==> config.mk <==
export PLATFORM = sky130hd
export DESIGN_NAME = ordered_list_positional_delete
export DESIGN_NICKNAME = d
export VERILOG_FILES = /design/src/olpd_pkg.sv /design/src/olpd_cell.sv /design/src/ordered_list_positional_delete.sv
export VERILOG_INCLUDE_DIRS = /design/src /design/src/src
export SDC_FILE = /design/constraint.sdc
export NUM_CORES = 1
export LEC_CHECK = 0
export BUFFER_PORTS_ARGS = -buffer_cell sky130_fd_sc_hd__buf_4
export CELL_PAD_IN_SITES_DETAIL_PLACEMENT = 0
export CELL_PAD_IN_SITES_GLOBAL_PLACEMENT = 2
export CORE_UTILIZATION = 45
export DETAILED_ROUTE_END_ITERATION = 6
export PLACE_DENSITY_LB_ADDON = 0.1
export SYNTH_ARGS = -nofsm -noshare
export SYNTH_HDL_FRONTEND = slang
export SYNTH_SLANG_ARGS = --single-unit
export TNS_END_PERCENT = 10
==> constraint.sdc <==
create_clock -name clock -period 14.64 [get_ports clock]
set_input_delay 2.196 -clock clock [delete_from_list [all_inputs] [get_ports clock]]
set_output_delay 2.196 -clock clock [all_outputs]
set_load 0.005 [all_outputs]
==> src/ordered_list_positional_delete_defines.svh <==
// ----------------------------------------------------------------------------
// Assertion macros for the ordered list with positional delete
// Shared immediate-style wrappers around concurrent property checks.
// ----------------------------------------------------------------------------
`ifndef ORDERED_LIST_POSITIONAL_DELETE_DEFINES_SVH
`define ORDERED_LIST_POSITIONAL_DELETE_DEFINES_SVH

`ifndef NO_ASSERTIONS
`define OLPD_ASSERT_ALWAYS(label, clk, rst, cond) \
   label: assert property (@(posedge clk) disable iff (rst) (cond)) \
      else $error("olpd invariant violated");
`define OLPD_ASSERT_NEXT(label, clk, rst, ante, cons) \
   label: assert property (@(posedge clk) disable iff (rst) (ante) |=> (cons)) \
      else $error("olpd sequence violated");
`else
`define OLPD_ASSERT_ALWAYS(label, clk, rst, cond)
`define OLPD_ASSERT_NEXT(label, clk, rst, ante, cons)
`endif

`endif

==> src/olpd_pkg.sv <==
// ----------------------------------------------------------------------------
// olpd_pkg
// Types and codes shared by the cell chain and its controller.
// ----------------------------------------------------------------------------
`default_nettype none

package olpd_pkg;

   localparam int CNT_W = 7;

   localparam logic [2:0] FUNC_APPEND     = 3'd0;
   localparam logic [2:0] FUNC_DEL_FIRST  = 3'd1;
   localparam logic [2:0] FUNC_DEL_LAST   = 3'd2;
   localparam logic [2:0] FUNC_DEL_POS    = 3'd3;
   localparam logic [2:0] FUNC_READ       = 3'd4;

   localparam logic [1:0] STATUS_OK    = 2'd0;
   localparam logic [1:0] STATUS_EMPTY = 2'd1;
   localparam logic [1:0] STATUS_FULL  = 2'd2;

   localparam logic [1:0] OP_HOLD   = 2'd0;
   localparam logic [1:0] OP_SHIFT  = 2'd1;
   localparam logic [1:0] OP_APPEND = 2'd2;
   localparam logic [1:0] OP_ROTATE = 2'd3;

   typedef struct packed {
      logic [1:0]       op;
      logic [CNT_W-1:0] idx;
      logic [CNT_W-1:0] cnt;
   } olpd_ctl_type;

endpackage

`default_nettype wire

==> src/olpd_cell.sv <==
// ----------------------------------------------------------------------------
// olpd_cell
// One list cell: shifts or rotates in a neighbor's value, or loads an append.
// ----------------------------------------------------------------------------
`default_nettype none

module olpd_cell #(
   parameter int IDX = 0
) (
   input  wire logic                  clock,
   input  wire olpd_pkg::olpd_ctl_type ctl,
   input  wire logic signed [31:0]    next_value,
   input  wire logic signed [31:0]    front_value,
   input  wire logic signed [31:0]    append_value,
   output logic signed [31:0]         value
);

   localparam logic [olpd_pkg::CNT_W-1:0] IDX_C = olpd_pkg::CNT_W'(IDX);

   logic signed [31:0] value_ff;
   logic signed [31:0] value_in;

   always_comb begin
      value_in = value_ff;
      unique case (ctl.op)
         olpd_pkg::OP_SHIFT: begin
            if (IDX_C >= ctl.idx) value_in = next_value;
         end
         olpd_pkg::OP_APPEND: begin
            if (IDX_C == ctl.cnt) value_in = append_value;
         end
         olpd_pkg::OP_ROTATE: begin
            if (IDX_C == ctl.cnt - 1'b1) value_in = front_value;
            else value_in = next_value;
         end
         default: value_in = value_ff;
      endcase
   end

   always_ff @(posedge clock) begin
      value_ff <= value_in;
   end

   assign value = value_ff;

endmodule

`default_nettype wire

==> src/ordered_list_positional_delete.sv <==
// ----------------------------------------------------------------------------
// ordered_list_positional_delete
// Bounded ordered list of signed values held in a chain of shifting cells.
// Append and delete respond from a register in the cycle after the request;
// a new request is taken every cycle the output drains and no read runs.
// A read out is accepted, then the chain rotates its front cell out, one
// element per response as the output drains; no request is taken meanwhile.
// Synchronous reset empties the list; cell contents are not cleared.
// ----------------------------------------------------------------------------
`default_nettype none
`include "ordered_list_positional_delete_defines.svh"

module ordered_list_positional_delete #(
   parameter int CAPACITY = 16
) (
   input  wire logic               clock,
   input  wire logic               reset,
   input  wire logic               req_valid,
   output logic                    req_ready,
   input  wire logic [2:0]         req_func,
   input  wire logic signed [31:0] req_item_value,
   input  wire logic signed [15:0] req_position,
   output logic                    rsp_valid,
   input  wire logic               rsp_ready,
   output logic [1:0]              rsp_status,
   output logic signed [31:0]      rsp_elem_value,
   output logic [6:0]              rsp_elem_count,
   output logic                    rsp_last_of_run
);

   localparam int CW = olpd_pkg::CNT_W;
   localparam logic [CW-1:0] CAP_C = CW'(CAPACITY);

   logic [CW-1:0]      count_ff, count_in;
   logic [CW-1:0]      rd_ff, rd_in;
   logic               busy_ff, busy_in;
   logic               rsp_valid_ff, rsp_valid_in;
   logic [1:0]         status_ff, status_in;
   logic signed [31:0] elem_ff, elem_in;
   logic [CW-1:0]      ecount_ff, ecount_in;
   logic               last_ff, last_in;

   olpd_pkg::olpd_ctl_type ctl;
   logic signed [31:0]     cell_q [CAPACITY];
   logic                   out_free;
   logic                   req_fire;
   logic signed [15:0]     cnt_s;
   logic [CW-1:0]          del_idx;

   assign out_free  = !rsp_valid_ff || rsp_ready;
   assign req_ready = !busy_ff && out_free;
   assign req_fire  = req_valid && req_ready;
   assign cnt_s     = signed'({{(16 - CW){1'b0}}, count_ff});

   always_comb begin
      if (req_position <= 16'sd0) del_idx = '0;
      else if (req_position >= cnt_s) del_idx = count_ff - 1'b1;
      else del_idx = req_position[CW-1:0];
   end

   always_comb begin
      count_in     = count_ff;
      rd_in        = rd_ff;
      busy_in      = busy_ff;
      rsp_valid_in = rsp_valid_ff && !rsp_ready;
      status_in    = status_ff;
      elem_in      = elem_ff;
      ecount_in    = ecount_ff;
      last_in      = last_ff;
      ctl.op       = olpd_pkg::OP_HOLD;
      ctl.idx      = '0;
      ctl.cnt      = count_ff;

      if (busy_ff && out_free) begin
         ctl.op       = olpd_pkg::OP_ROTATE;
         rsp_valid_in = 1'b1;
         status_in    = olpd_pkg::STATUS_OK;
         elem_in      = cell_q[0];
         ecount_in    = count_ff;
         last_in      = (rd_ff == count_ff - 1'b1);
         rd_in        = rd_ff + 1'b1;
         if (rd_ff == count_ff - 1'b1) busy_in = 1'b0;
      end else if (req_fire) begin
         rsp_valid_in = 1'b1;
         status_in    = olpd_pkg::STATUS_OK;
         elem_in      = '0;
         last_in      = 1'b1;
         unique case (req_func) inside
            olpd_pkg::FUNC_APPEND: begin
               if (count_ff == CAP_C) begin
                  status_in = olpd_pkg::STATUS_FULL;
               end else begin
                  ctl.op   = olpd_pkg::OP_APPEND;
                  count_in = count_ff + 1'b1;
               end
            end
            olpd_pkg::FUNC_DEL_FIRST, olpd_pkg::FUNC_DEL_LAST,
            olpd_pkg::FUNC_DEL_POS: begin
               if (count_ff == '0) begin
                  status_in = olpd_pkg::STATUS_EMPTY;
               end else begin
                  count_in = count_ff - 1'b1;
                  if (req_func == olpd_pkg::FUNC_DEL_FIRST) begin
                     ctl.op = olpd_pkg::OP_SHIFT;
                  end else if (req_func == olpd_pkg::FUNC_DEL_POS) begin
                     ctl.op  = olpd_pkg::OP_SHIFT;
                     ctl.idx = del_idx;
                  end
               end
            end
            olpd_pkg::FUNC_READ: begin
               if (count_ff == '0) begin
                  status_in = olpd_pkg::STATUS_EMPTY;
               end else begin
                  rsp_valid_in = 1'b0;
                  busy_in      = 1'b1;
                  rd_in        = '0;
               end
            end
            default: status_in = olpd_pkg::STATUS_OK;
         endcase
         ecount_in = count_in;
      end
   end

   always_ff @(posedge clock) begin
      if (reset) begin
         count_ff     <= '0;
         rd_ff        <= '0;
         busy_ff      <= 1'b0;
         rsp_valid_ff <= 1'b0;
      end else begin
         count_ff     <= count_in;
         rd_ff        <= rd_in;
         busy_ff      <= busy_in;
         rsp_valid_ff <= rsp_valid_in;
      end
   end

   always_ff @(posedge clock) begin
      status_ff <= status_in;
      elem_ff   <= elem_in;
      ecount_ff <= ecount_in;
      last_ff   <= last_in;
   end

   for (genvar i = 0; i < CAPACITY; i++) begin : g_cell
      logic signed [31:0] nxt;
      if (i == CAPACITY - 1) begin : g_tail
         assign nxt = cell_q[i];
      end else begin : g_body
         assign nxt = cell_q[i+1];
      end
      olpd_cell #(
         .IDX(i)
      ) u_cell (
         .clock        (clock),
         .ctl          (ctl),
         .next_value   (nxt),
         .front_value  (cell_q[0]),
         .append_value (req_item_value),
         .value        (cell_q[i])
      );
   end

   assign rsp_valid       = rsp_valid_ff;
   assign rsp_status      = status_ff;
   assign rsp_elem_value  = elem_ff;
   assign rsp_elem_count  = ecount_ff;
   assign rsp_last_of_run = last_ff;

   `OLPD_ASSERT_ALWAYS(a_count_bound, clock, reset, count_ff <= CAP_C)
   `OLPD_ASSERT_ALWAYS(a_busy_blocks, clock, reset, !busy_ff || !req_ready)
   `OLPD_ASSERT_ALWAYS(a_busy_nonempty, clock, reset, !busy_ff || (rd_ff < count_ff))
   `OLPD_ASSERT_NEXT(a_read_starts, clock, reset,
      req_fire && req_func == olpd_pkg::FUNC_READ && count_ff != '0, busy_ff)

endmodule

`default_nettype wire
==> run_results.csv, run 1 <==
group,metric,value,unit
sta,relSlewSlack,17.8,%
final_layout,final_nets,2506,
global_routing,grt_remaining_overflow,0,
floorplanning,dieArea,60900,um^2
pwr,powerDensity,124,nW/um^2
worst_setup_path,worstPathRequired,14900,ps
clock_tree,htreeDepth,2,
yosys,seq_area_frac_synth,62.8,%
drt,drt.antenna.violating_nets,0,
floorplanning,io_pins,99,
floorplanning,initial_core_util,45.6,%
worst_setup_path,crit_path_end_kind,"register",
yosys,synthArstFlopShare,0,%
floorplanning,die_x,247,um
worst_setup_path,cp_max_fo,49,
drt,route.vias.total,19800,
yosys,yosysWarnings,0,
drt,avgViaCountPerCell,6.09,
global_routing,grt_max_degree,174,
sta,fin_skew,22.5,ps
clock_tree,cts.repair.resized,0,
sta,finalSetupTns,0,ps
clock_tree,cts_buffer_depth,3,
sta,fin_crit_sh,35.5,%
outcome,status,"finished with violations",
final_layout,drive_gt1_share,10.7,%
worst_setup_path,start_kind,"input pin",
worst_setup_path,crit_type,"input pin to register",
global_routing,grt_pass1_vias,19200,
sta,period_needed,5200,ps
yosys,synth_nets,2541,
hold_path,worstHoldStart,"rsp_status[0]$_SDFFE_PP0P_",
clock_tree,cts_root_buf,"clkbuf_16",
pwr,vdd_drop_max,88.1,uV
yosys,synth_seq_cells,570,
sta,hold_violations,0,
sta,rsz0062_at_grt,"no",
yosys,avgSynthCellArea,10.9,um^2
global_routing,grtUsageTotal,27.6,%
yosys,synthTopCellsByArea,"edfxtp_1, nand2_1, o211ai_1",
drt,finalWirelength,83500,um
drt,dr.first_iter.drc_count,1913,
clock_tree,cts_hold_buf,0,
place,io_buffers,98,
yosys,synth_edf_count,552,
global_routing,grt_pass1_wl,125000,um
clock_tree,cts_sinks,570,
sta,worst_pin_slew,1230,ps
hold_path,hp-class,"register to register",
hold_path,whs_path_depth,2,
pwr,power.total,3710,uW
yosys,synth_area,27000,um^2
floorplanning,row_count,89,
clock_tree,numCtsBuffers,60,
final_layout,diodes,0,
flow_run,drv_cap,0,
global_routing,antenna_found_initial,0,
clock_tree,tritoncts,"done",
yosys,netlist_instances,2472,
place,routabilityCongestion,0.826,
sta,slew_violations,0,
worst_setup_path,regToRegSetupSlack,9680,ps
final_layout,area_growth,10.9,%
yosys,synth_top_area_share,61.4,%
place,post-dp-hpwl,45600,um
drt,post-route-drc-count,6,
hold_path,hold_path_end,"rsp_status[0]$_SDFFE_PP0P_",
sta,fmax,192,MHz
yosys,yosys.area.top_type,"edfxtp_1",
clock_tree,clkTransAtPathRegs,60,ps
clock_tree,clk_latency,630,ps
yosys,synth_top_flop_cell,"edfxtp_1",
sta,finalSetupViolCount,0,
worst_setup_path,worstPathArrival,5460,ps
drt,first_pass_iters,7,
worst_setup_path,reg2reg_to,"g_cell[14].u_cell.value[18]$_DFFE_PP_",
floorplanning,core,59100,um^2
floorplanning,die_y,247,um
drt,wl_per_cell,25.7,um
outcome,violations,"DRC",
worst_setup_path,reg2reg_from,"count_ff[0]$_SDFFE_PP0P_",
clock_tree,post_cts_buffers,0,
pwr,leakage,0.0109,uW
worst_setup_path,worst_r2r_path_depth,10,
yosys,yosys.cell_types.count,65,
## state kept, by name, summed over array words and instances (netlist names)
signal,count
g_cell.u_cell.value,512
rsp_elem_value,32
count_ff,7
rd_ff,7
rsp_elem_count,7
rsp_status,2
busy_ff,1
rsp_last_of_run,1
rsp_valid,1
## worst max-delay path, cell delays in order
cell and delay [ps]:
buf_4 80, nand2b_1 180, nand3_1 390, nor4_4 290, buf_4 410, buf_4 620
nand3_1 240, a221oi_4 320, buf_4 610
## cell families after synthesis
kind of cell,after synthesis,synth area share (%)
AND/OR/NAND/NOR,1107,17.3
multiplexers,2,0.0788
XOR/XNOR,16,0.519
adder cells (fa/ha/maj),14,0.649
buffers and inverters,285,4.77
flip-flops,570,62.8
AO/OA/AOI/OAI,478,14.0
## worst max path at each step
stage                     from                                    end  slack [ps]  cells after the start
3_5_place_dp         rsp_ready  g_cell[14].u_cell.value[17]$_DFFE_PP_        8820                      9
2_1_floorplan  req_position[5]    g_cell[2].u_cell.value[0]$_DFFE_PP_        6780                      8
6_report             rsp_ready  g_cell[14].u_cell.value[18]$_DFFE_PP_        9440                      9
4_1_cts              rsp_ready   g_cell[14].u_cell.value[0]$_DFFE_PP_        9490                      9
5_1_grt              rsp_ready  g_cell[14].u_cell.value[15]$_DFFE_PP_        9250                      9
3_3_place_gp         rsp_ready  g_cell[14].u_cell.value[15]$_DFFE_PP_        8870                      9
## power by group
group	switching, uW	leakage [uW]	internal (uW)	total [uW]
logic	216	0.00481	112	327
registers	44.6	0.00520	1890	1940
clock network	647	0.000869	797	1440
## stage by stage
step	hold slack, ps	cell area (um^2)	worst slack, ps	util [%]	instances
after floorplan	446	27000	6780	-	2472
after global placement	446	28100	8870	47.6	3148
after detailed placement	468	28100	8820	47.6	3148
after CTS	476	29900	9490	50.6	3256
after global routing	512	29900	9250	50.6	3256
final	473	29900	9440	50.6	3256
## cell type report
| class | count | area, um^2 |
|---|---|---|
| clock buffers | 81 | 1600 |
| clock inverters | 27 | 188 |
| fillers | 5306 | 29200 |
| inverters | 46 | 173 |
| multi-input cells | 1617 | 8960 |
| flip-flops and latches | 570 | 16900 |
| well taps | 773 | 967 |
| repair buffers | 142 | 1080 |
## per-layer routing
metal,GRT usage (%),up-vias,share of wire (%),wire length (um)
li1,-,9005,-,-
met1,39.2,9938,44,37000
met2,44.7,779,47,39300
met3,3.73,122,6.5,5400
met4,6.83,0,2.2,1860
met5,0,-,0,0
## synth_stat cells, types with 6 or more instances
cell      count
nor3_1       20
xnor2_1      12
a31oi_1      12
a211oi_1      8
nand2_1     792
dfxtp_1      18
ha_1         14
nor2_1       52
o21ai_0      15
inv_1        46
buf_6        10
buf_2       107
and3_1       10
nor4_1        6
clkbuf_1    104
edfxtp_1    552
nand3_1     150
o211ai_1    289
nand4_1       6
a221o_1      95
and2_1       36
buf_1        16
a21oi_1      24
## layout by cell type, fill, tap and decap left out, drive strengths merged, types with 6 or more instances in the layout
master  count
a211oi      9
a21oi      25
a221o      95
a31oi      12
and2       36
and3       10
buf       142
clkbuf     81
clkinv     23
dfxtp      18
edfxtp    552
ha         14
inv        47
nand2     792
nand3     150
nand4       6
nor2       54
nor3       20
nor4        7
o211ai    289
o21ai      16
xnor2      12
No activity file was read; power rests on OpenSTA's default activity.
==> inputs of run 2 (changes only) <==
CORE_UTILIZATION = 38   (was 45)
clock period = 4.65 ns   (was 14.64 ns; I/O delays follow)
==> run_results.csv, run 2 (synthesized netlist as in run 1, its figures left out) <==
group,metric,value,unit
sta,rsz0062_at_grt,"no",
worst_setup_path,slowest_delay,880,ps
worst_setup_path,crit_type,"register to register",
clock_tree,cts_root_buf,"clkbuf_16",
drt,finalWirelength,90400,um
place,io_buffers,98,
drt,first_pass_iters,6,
clock_tree,numCtsBuffers,67,
sta,finalSetupTns,0,ps
clock_tree,post_cts_buffers,0,
drt,post-route-drc-count,0,
final_layout,layout.cells.most_common,"nand2_1",
sta,setup_slack,606,ps
clock_tree,htreeDepth,3,
drt,dr.first_iter.drc_count,1971,
floorplanning,die_x,268,um
flow_run,drv_cap,0,
drt,wl_per_cell,26.2,um
worst_setup_path,cp_max_fo,22,
sta,period_needed,4040,ps
place,place_ws,484,ps
worst_setup_path,crit_path_end_kind,"register",
clock_tree,cts.repair.resized,0,
worst_setup_path,worst-path-buf-inv,2,
clock_tree,cts_sinks,570,
final_layout,diodes,0,
floorplanning,initial_core_util,38.5,%
worst_setup_path,crit_path_cell_trace,"inv_1, ha_1, a21o_1, a2111oi_0, o211a_1, nor2_1, a211oi_1, a2111oi_4, buf_4",
clock_tree,clk_latency,610,ps
pwr,leakage,0.0112,uW
drt,drt.antenna.violating_nets,0,
sta,relSlewSlack,15.1,%
final_layout,largest_reg_flops,512,
worst_setup_path,worstPathArrival,4330,ps
clock_tree,tritoncts,"done",
drt,avgViaCountPerCell,5.82,
pwr,vdd_drop_max,233,uV
sta,slew_violations,0,
outcome,status,"finished clean",
floorplanning,dieArea,72100,um^2
global_routing,grt_pass1_wl,133000,um
global_routing,grtUsageTotal,25.1,%
worst_setup_path,regToRegSetupSlack,610,ps
floorplanning,row_count,97,
drt,highest_layer,"met5",
worst_setup_path,start_kind,"register",
final_layout,final_nets,2538,
worst_setup_path,path_delay_family,"compound AO/OA/AOI/OAI gates",
sta,finalSetupViolCount,0,
final_layout,final_cell_mix,"nand2_1, edfxtp_1, o211ai_1",
drt,wl_met3,6040,um
sta,fin_crit_sh,87.0,%
place,routabilityCongestion,0.793,
worst_setup_path,worstPathRequired,4930,ps
sta,fin_skew,31.1,ps
drt,route.vias.total,20100,
clock_tree,clkTransAtPathRegs,60,ps
pwr,powerDensity,396,nW/um^2
drt,wl_met2,41500,um
clock_tree,cts_hold_buf,0,
final_layout,area_growth,14.2,%
worst_setup_path,crit_slowest_cell,"a211oi_1",
global_routing,antenna_found_initial,1,
floorplanning,die_y,268,um
place,post-dp-hpwl,52200,um
floorplanning,core,70100,um^2
final_layout,drive_gt1_share,11.8,%
clock_tree,cts_buffer_depth,3,
global_routing,grt_pass1_vias,19500,
sta,worst_pin_slew,1270,ps
drt,wl_met1,40600,um
floorplanning,io_pins,99,
hold_path,hp-class,"input pin to register",
sta,hold_violations,0,
global_routing,grt_max_degree,184,
sta,fmax,247,MHz
global_routing,grt_remaining_overflow,0,
[run 2: final cells by class]
type	instances	area [um^2]
inverters	46	173
flip-flops and latches	570	16900
multi-input cells	1617	9000
clock buffers	89	1840
clock inverters	26	173
well taps	940	1180
repair buffers	167	1520
fillers	6657	39300
[run 2: worst paths after layout]
check                                                to                       start  cells past startpoint
setup / recovery   g_cell[2].u_cell.value[30]$_DFFE_PP_    count_ff[5]$_SDFFE_PP0P_                      9
setup reg to reg   g_cell[2].u_cell.value[30]$_DFFE_PP_    count_ff[5]$_SDFFE_PP0P_                      9
hold reg to reg              rsp_status[1]$_SDFFE_PP0P_  rsp_status[1]$_SDFFE_PP0P_                      2
hold / removal    g_cell[15].u_cell.value[23]$_DFFE_PP_          req_item_value[23]                      3
[run 2: metal layers]
layer	vias to the layer above	GRT usage, %
li1	9068	-
met1	10200	35.5
met2	741	39.4
met3	121	4.71
met4	2	7.16
met5	-	0
[run 2: stage by stage]
stage | power [uW] | hold WS, ps | util, % | cells | instance area (um^2)
detailed placement | 7310 | 456 | 41.1 | 3340 | 28800
floorplan | 6800 | 446 | - | 2472 | 27000
global route | 12600 | 380 | 43.9 | 3455 | 30800
global placement | 7290 | 445 | 41.1 | 3340 | 28800
finish | 12200 | 377 | 43.9 | 3455 | 30800
CTS | 12300 | 340 | 43.9 | 3455 | 30800
[run 2: power breakdown]
part | total, uW | leakage (uW) | internal, uW | switching (uW)
registers | 6100 | 0.00520 | 5960 | 134
clock network | 5010 | 0.000979 | 2880 | 2130
logic | 1110 | 0.00502 | 382 | 726
[run 2: worst register-to-register path, cell delays in order (launching register included)]
cell and delay (ps):
dfxtp_1 530, inv_1 120, ha_1 310, a21o_1 170
a2111oi_0 430, o211a_1 660, nor2_1 120, a211oi_1 880
a2111oi_4 130, buf_4 360
